==> config.mk <==
export PLATFORM = sky130hd
export DESIGN_NAME = ldsl_div
export DESIGN_NICKNAME = d
export VERILOG_FILES = /design/src/ldsl_div.sv
export SDC_FILE = /design/constraint.sdc
export NUM_CORES = 1
export LEC_CHECK = 0
export BUFFER_PORTS_ARGS = -buffer_cell sky130_fd_sc_hd__buf_2
export CAP_MARGIN = 30
export CORE_UTILIZATION = 45
export CTS_CLUSTER_SIZE = 20
export DETAILED_ROUTE_END_ITERATION = 12
export PLACE_DENSITY = 0.65
export SETUP_SLACK_MARGIN = 0.1
export SYNTH_ARGS = -nofsm -noshare
export SYNTH_HDL_FRONTEND = slang
export SYNTH_SLANG_ARGS = --single-unit
==> constraint.sdc <==
create_clock -name i_clk -period 3.8 [get_ports i_clk]
set_input_delay 0.38 -clock i_clk [delete_from_list [all_inputs] [get_ports i_clk]]
set_output_delay 0.38 -clock i_clk [all_outputs]
set_load 0.02 [all_outputs]
==> src/ldsl_div.sv <==
// Iterative restoring divider, one quotient bit per cycle.
module ldsl_div (
    input  logic        i_clk,
    input  logic        i_rst_n,
    input  logic        i_start,
    input  logic [31:0] i_num,
    input  logic [31:0] i_den,
    output logic        o_done,
    output logic [31:0] o_quot
);
    logic [31:0] r_q, n_q;
    logic [32:0] r_rem, n_rem;
    logic [31:0] r_den;
    logic [5:0]  r_cnt;
    logic        r_busy;
    logic [32:0] w_trial;

    // one shift-subtract step
    always_comb begin
        w_trial = {r_rem[31:0], r_q[31]};
        n_q     = {r_q[30:0], 1'b0};
        n_rem   = w_trial;
        if (w_trial >= {1'b0, r_den}) begin
            n_rem   = w_trial - {1'b0, r_den};
            n_q[0]  = 1'b1;
        end
    end

    always_ff @(posedge i_clk) begin
        if (!i_rst_n) begin
            r_busy <= 1'b0;
            r_cnt  <= '0;
        end else if (i_start) begin
            r_busy <= 1'b1;
            r_cnt  <= 6'd0;
        end else if (r_busy) begin
            r_cnt <= r_cnt + 6'd1;
            if (r_cnt == 6'd31) begin
                r_busy <= 1'b0;
            end
        end
    end

    always_ff @(posedge i_clk) begin
        if (i_start) begin
            r_q   <= i_num;
            r_rem <= '0;
            r_den <= (i_den == 32'd0) ? 32'd1 : i_den;
        end else if (r_busy) begin
            r_q   <= n_q;
            r_rem <= n_rem;
        end
    end

    assign o_done = r_busy && (r_cnt == 6'd31);
    assign o_quot = n_q;
endmodule

# Word-level counts from Yosys, hierarchy flattened

Index checks and enable logic that the tools add are counted.

Equality and inequality tests: 1
Add/sub/neg operators: 2
Order comparisons: 1
Mux-type cells: 7
Reductions and logical operators: 4
Bitwise gates (word level): 1

Operators with widths:

| kind                                           | number |
|---|---|
| 2-to-1 mux 32 bit                              | 3 |
| >= comparator 33 x 32 -> 1 bit                 | 1 |
| zero test 32 bit                               | 1 |
| subtractor 32 bit                              | 1 |
| adder 6 x 1 -> 6 bit (second input constant)   | 1 |
| == test 6 x 5 -> 1 bit (second input constant) | 1 |
| 2-to-1 mux 1 bit                               | 4 |
| nonzero test 2 bit                             | 1 |
| OR reduction 2 bit                             | 1 |
| logical AND 1 bit                              | 1 |
| NOT 1 bit                                      | 1 |

Logic and storage cells: 21
Bits in registers: 103
Output and inout port bits: 33
Input bits: 67

# Depth between registers and ports, before layout

Word-level depth: 4
Mapped depth: 12
Mapped depth without buffers: 11

# Least setup slack after synthesis

No wires, ideal clock.

Path kind: flip-flop to flip-flop
Start point: register r_den[8]
End point: register r_q[0], data pin
Period minus slack after synthesis: 2.726 ns
Setup time: 0.260 ns
Arrival time: 2.466 ns
Setup slack: 1.074 ns
Buffers on the path: 1
Stages on the path, launching flop included: 13
Path through: edfxtp_1 inv_1 ha_1 buf_6 a211oi_2 nand2_1 o21a_1 nor4_4 nor3_4 o21a_2 nor2_1 inv_1 mux2_2

Cells in the longest elaborated chain, start to end: 4

RTL lines:

| item                           | RTL line | RTL |
|---|---|---|
| start: declaration             | 13       | `logic [31:0] r_den;` |
| start signal: assignment       | 48       | `r_den <= (i_den == 32'd0) ? 32'd1 : i_den;` |
| >= comparator 33 x 32 -> 1 bit | 23       | `if (w_trial >= {1'b0, r_den}) begin` |
| 2-to-1 mux 1 bit               | 23       |  |
| net o_quot[0]                  | 9        | `output logic [31:0] o_quot` |
| 2-to-1 mux 32 bit              | 49       | `end else if (r_busy) begin` |
| 2-to-1 mux 32 bit              | 45       | `if (i_start) begin` |
| end signal: assignment         | 46       | `r_q <= i_num;` |
| end signal: assignment         | 50       | `r_q <= n_q;` |
| end: declaration               | 11       | `logic [31:0] r_q, n_q;` |

The timed path passes the listed nets, and every way through them passes these cells. The select of a mux whose other input is x is not followed.
A chain may end at the register's enable or synchronous reset.

# Worst setup path after layout

Start point: register r_den[8]
End point: output port o_quot[0]

Cells in the longest elaborated chain, start to end: 2

RTL lines:

| item                           | RTL line |
|---|---|
| >= comparator 33 x 32 -> 1 bit | 23 |
| 2-to-1 mux 1 bit               | 23 |
| end: declaration               | 9 |

Every way passes these cells.

==> impl_metrics.py <==
metrics = {
    "worst_setup_path": {
        "path_cells": "inv_1 -> ha_1 -> nand2_1 -> or3_4 -> a211oi_4 -> nor4_4 -> nor3_4 -> o21a_4 -> nor2_1 -> inv_1 -> buf_2",
        "crit_family": "simple AND/OR/NAND/NOR gates",
        "crit_required_ps": 3420,
        "worstPathArrival_ps": 3040,
        "crit_type": "register to output port",
        "cp_num_buf_inv": 3,
        "slowest_stage": "ha_1",
        "startpoint_type": "register",
        "cp_common_cell": "inv_1",
        "crit_path_max_incr_delay_ps": 420,
        "worst_setup_path_end_kind": "output port",
        "crit_fanout": 21,
    },
    "clocking": {
        "clock_sinks": 103,
        "cts_tree": "done",
        "cts.path.max_buffers": 2,
        "hold_buffers": 0,
        "cts-buffers-inserted": 9,
        "cts-htree-levels": 3,
        "worstSkewPairLatency_ps": 360,
        "clock_tree.root_cell": "clkbuf_16",
        "path_clk_slew_ps": 70,
    },
    "sta": {
        "setup_viol": 0,
        "skew_ps": 9.35,
        "worst_pin_slew_ps": 1010,
        "hold_viol": 0,
        "period_needed_ps": 3420,
        "setup_tns_ps": 0,
        "rsz0062_at_grt": "false",
        "relSlewSlack": 0.307,
        "fmax_ghz": 0.293,
        "period_share": 0.899,
        "drv_slew": 0,
    },
    "layout": {
        "diodes": 0,
        "stdcell_area_mm2": 0.00721,
        "layout_common_cells": "98 x buf_2, 64 x edfxtp_1, 62 x nor2_1, 44 x inv_1, 39 x dfxtp_1",
        "fin_cells": 909,
        "final_common_cell": "buf_2",
        "final_nets": 825,
        "area_delta_synth_final_pct": 9.07,
        "drive_above_1_share": 0.239,
    },
    "placement": {
        "dp.final_hpwl_um": 11500,
        "gp_congestion": 0.970,
        "port_buffers": 99,
        "dpl_cell_area_mm2": 0.00690,
        "dp.cells": 893,
    },
    "power": {
        "p_leak_nw": 2.99,
        "powerDensity_mw_per_mm2": 417,
        "irDropWorstVdd_mv": 0.371,
    },
    "detailed_routing": {
        "detail-route-antenna-nets": 0,
        "met1_length_um": 7210,
        "drc": 0,
        "wl_met3_um": 1070,
        "via_per_inst": 5.86,
        "avgRoutedWirePerCell_um": 17.2,
        "drt_iter0_markers": 371,
        "top_layer": "met4",
        "first_pass_iters": 4,
        "via_count": 5325,
        "wl_um": 15600,
        "met2_length_um": 6990,
    },
    "status": {
        "status": "finished, final reports clean",
    },
    "logic_synthesis": {
        "syn_inst": 700,
        "synth_edf_count": 64,
        "async_reset_ff_frac": 0,
        "ys_seq_area_frac": 0.409,
        "syn_area_mm2": 0.00661,
        "synth.yosys.warnings": 0,
        "syn-num-nets": 801,
        "synth.distinct_cells": 63,
        "ys_ff_latch": 103,
        "synthFlopType": "edfxtp_1",
        "syn_area_per_cell_um2": 9.44,
    },
    "die": {
        "die_w_um": 123,
        "ios": 100,
        "core-area_mm2": 0.0141,
        "row_count": 43,
        "die_h_um": 123,
        "dieArea_mm2": 0.0152,
        "start_util": 0.469,
    },
    "global_routing": {
        "grt_max_degree": 53,
        "grt.overflow.total": 0,
        "grt_pass1_wl_um": 25300,
        "antenna_found_initial": 0,
        "grt_pass1_vias": 5110,
        "grtUsageTotal": 0.217,
    },
    "worst_hold_path": {
        "min_path_type": "input pin to register",
    },
    "run": {
        "maxCapViolations": 0,
    },
}
-- per-layer routing --
metal	up-vias	GRT usage
li1	2562	-
met1	2522	0.283
met2	218	0.351
met3	23	0.0457
met4	0	0.0866
met5	-	0
-- registers in the layout (all words and copies together) (netlist names) --
name,count
r_q,32
r_cnt,6
r_busy,1
r_den,32
r_rem,32
-- worst register-to-register path, delay by kind of cell (launching register included) --
family | cells | cell delay [ps]
compound gates | 5 | 1370
fa+ha+maj | 2 | 440
flops | 1 | 370
simple gates | 2 | 340
mux | 1 | 280
buf+inv | 2 | 270
-- path summary, 6_finish.rpt --
| check | startpoint | endpoint | slack [ps] | cells past startpoint |
|---|---|---|---|---|
| min | i_den[30] | r_den[30] | 210 | 1 |
| min reg2reg | r_rem[20] | r_rem[20] | 510 | 2 |
| max | r_den[8] | o_quot[0] | 380 | 11 |
| max reg2reg | r_q[31] | r_rem[26] | 660 | 12 |
-- cell usage after synthesis, types with 10 or more instances --
cell type	n	area (um2)
edfxtp_1	64	1920
nor2_1	62	233
clkbuf_1	53	199
inv_1	44	165
dfxtp_1	39	781
buf_4	34	255
nand3_1	34	170
ha_1	33	413
mux2_2	33	372
nand2_1	33	124
a21oi_1	32	160
o21ai_0	27	135
a311oi_1	20	175
xnor2_1	17	149
a21o_1	16	120
nor3_1	14	70.1
nand4_1	12	75.1
nor4_1	11	68.8
xor2_1	10	87.6
-- repair_timing --
| action | in CTS | in global routing |
|---|---|---|
| setup buffers | 0 | 0 |
| resized for setup | 0 | 1 |
| setup endpoints to repair | 0 | 1 |
-- layout make-up --
cell class / count / area [um2]
multi-input cells: 456 / 3240
clock inverters: 7 / 75.1
fillers: 1286 / 6890
inverters: 44 / 165
flip-flops and latches: 103 / 2700
clock buffers: 9 / 225
repair buffers: 110 / 581
well taps: 180 / 225
-- kinds of logic (layout without fill, tap and decap cells) --
family,count (synthesis),in the layout,synth area share
and+or+nand+nor,196,196,0.147
AOI/OAI and AO/OA,163,163,0.180
buffers and inverters,141,170,0.103
DFF,103,103,0.409
muxes,36,36,0.0608
adders and majority gates,34,34,0.0655
xor gates and xnor gates,27,27,0.0358
-- power by group --
part | leakage (nW) | switching, mW | internal [mW]
clock | 0.145 | 0.471 | 0.468
combinational | 1.89 | 0.437 | 0.293
sequential | 0.955 | 0.0506 | 1.29
-- stage by stage --
stage | setup slack, ps | total power, mW | utilization | hold slack, ps
floorplan | 1070 | 1.93 | - | 451
global placement | 701 | 2.08 | 0.490 | 468
detailed placement | 631 | 2.08 | 0.490 | 496
CTS | 227 | 3.03 | 0.511 | 195
global route | 186 | 3.16 | 0.511 | 195
finish | 383 | 3.01 | 0.511 | 209
Note: power is estimated with default switching activity, not from simulation.
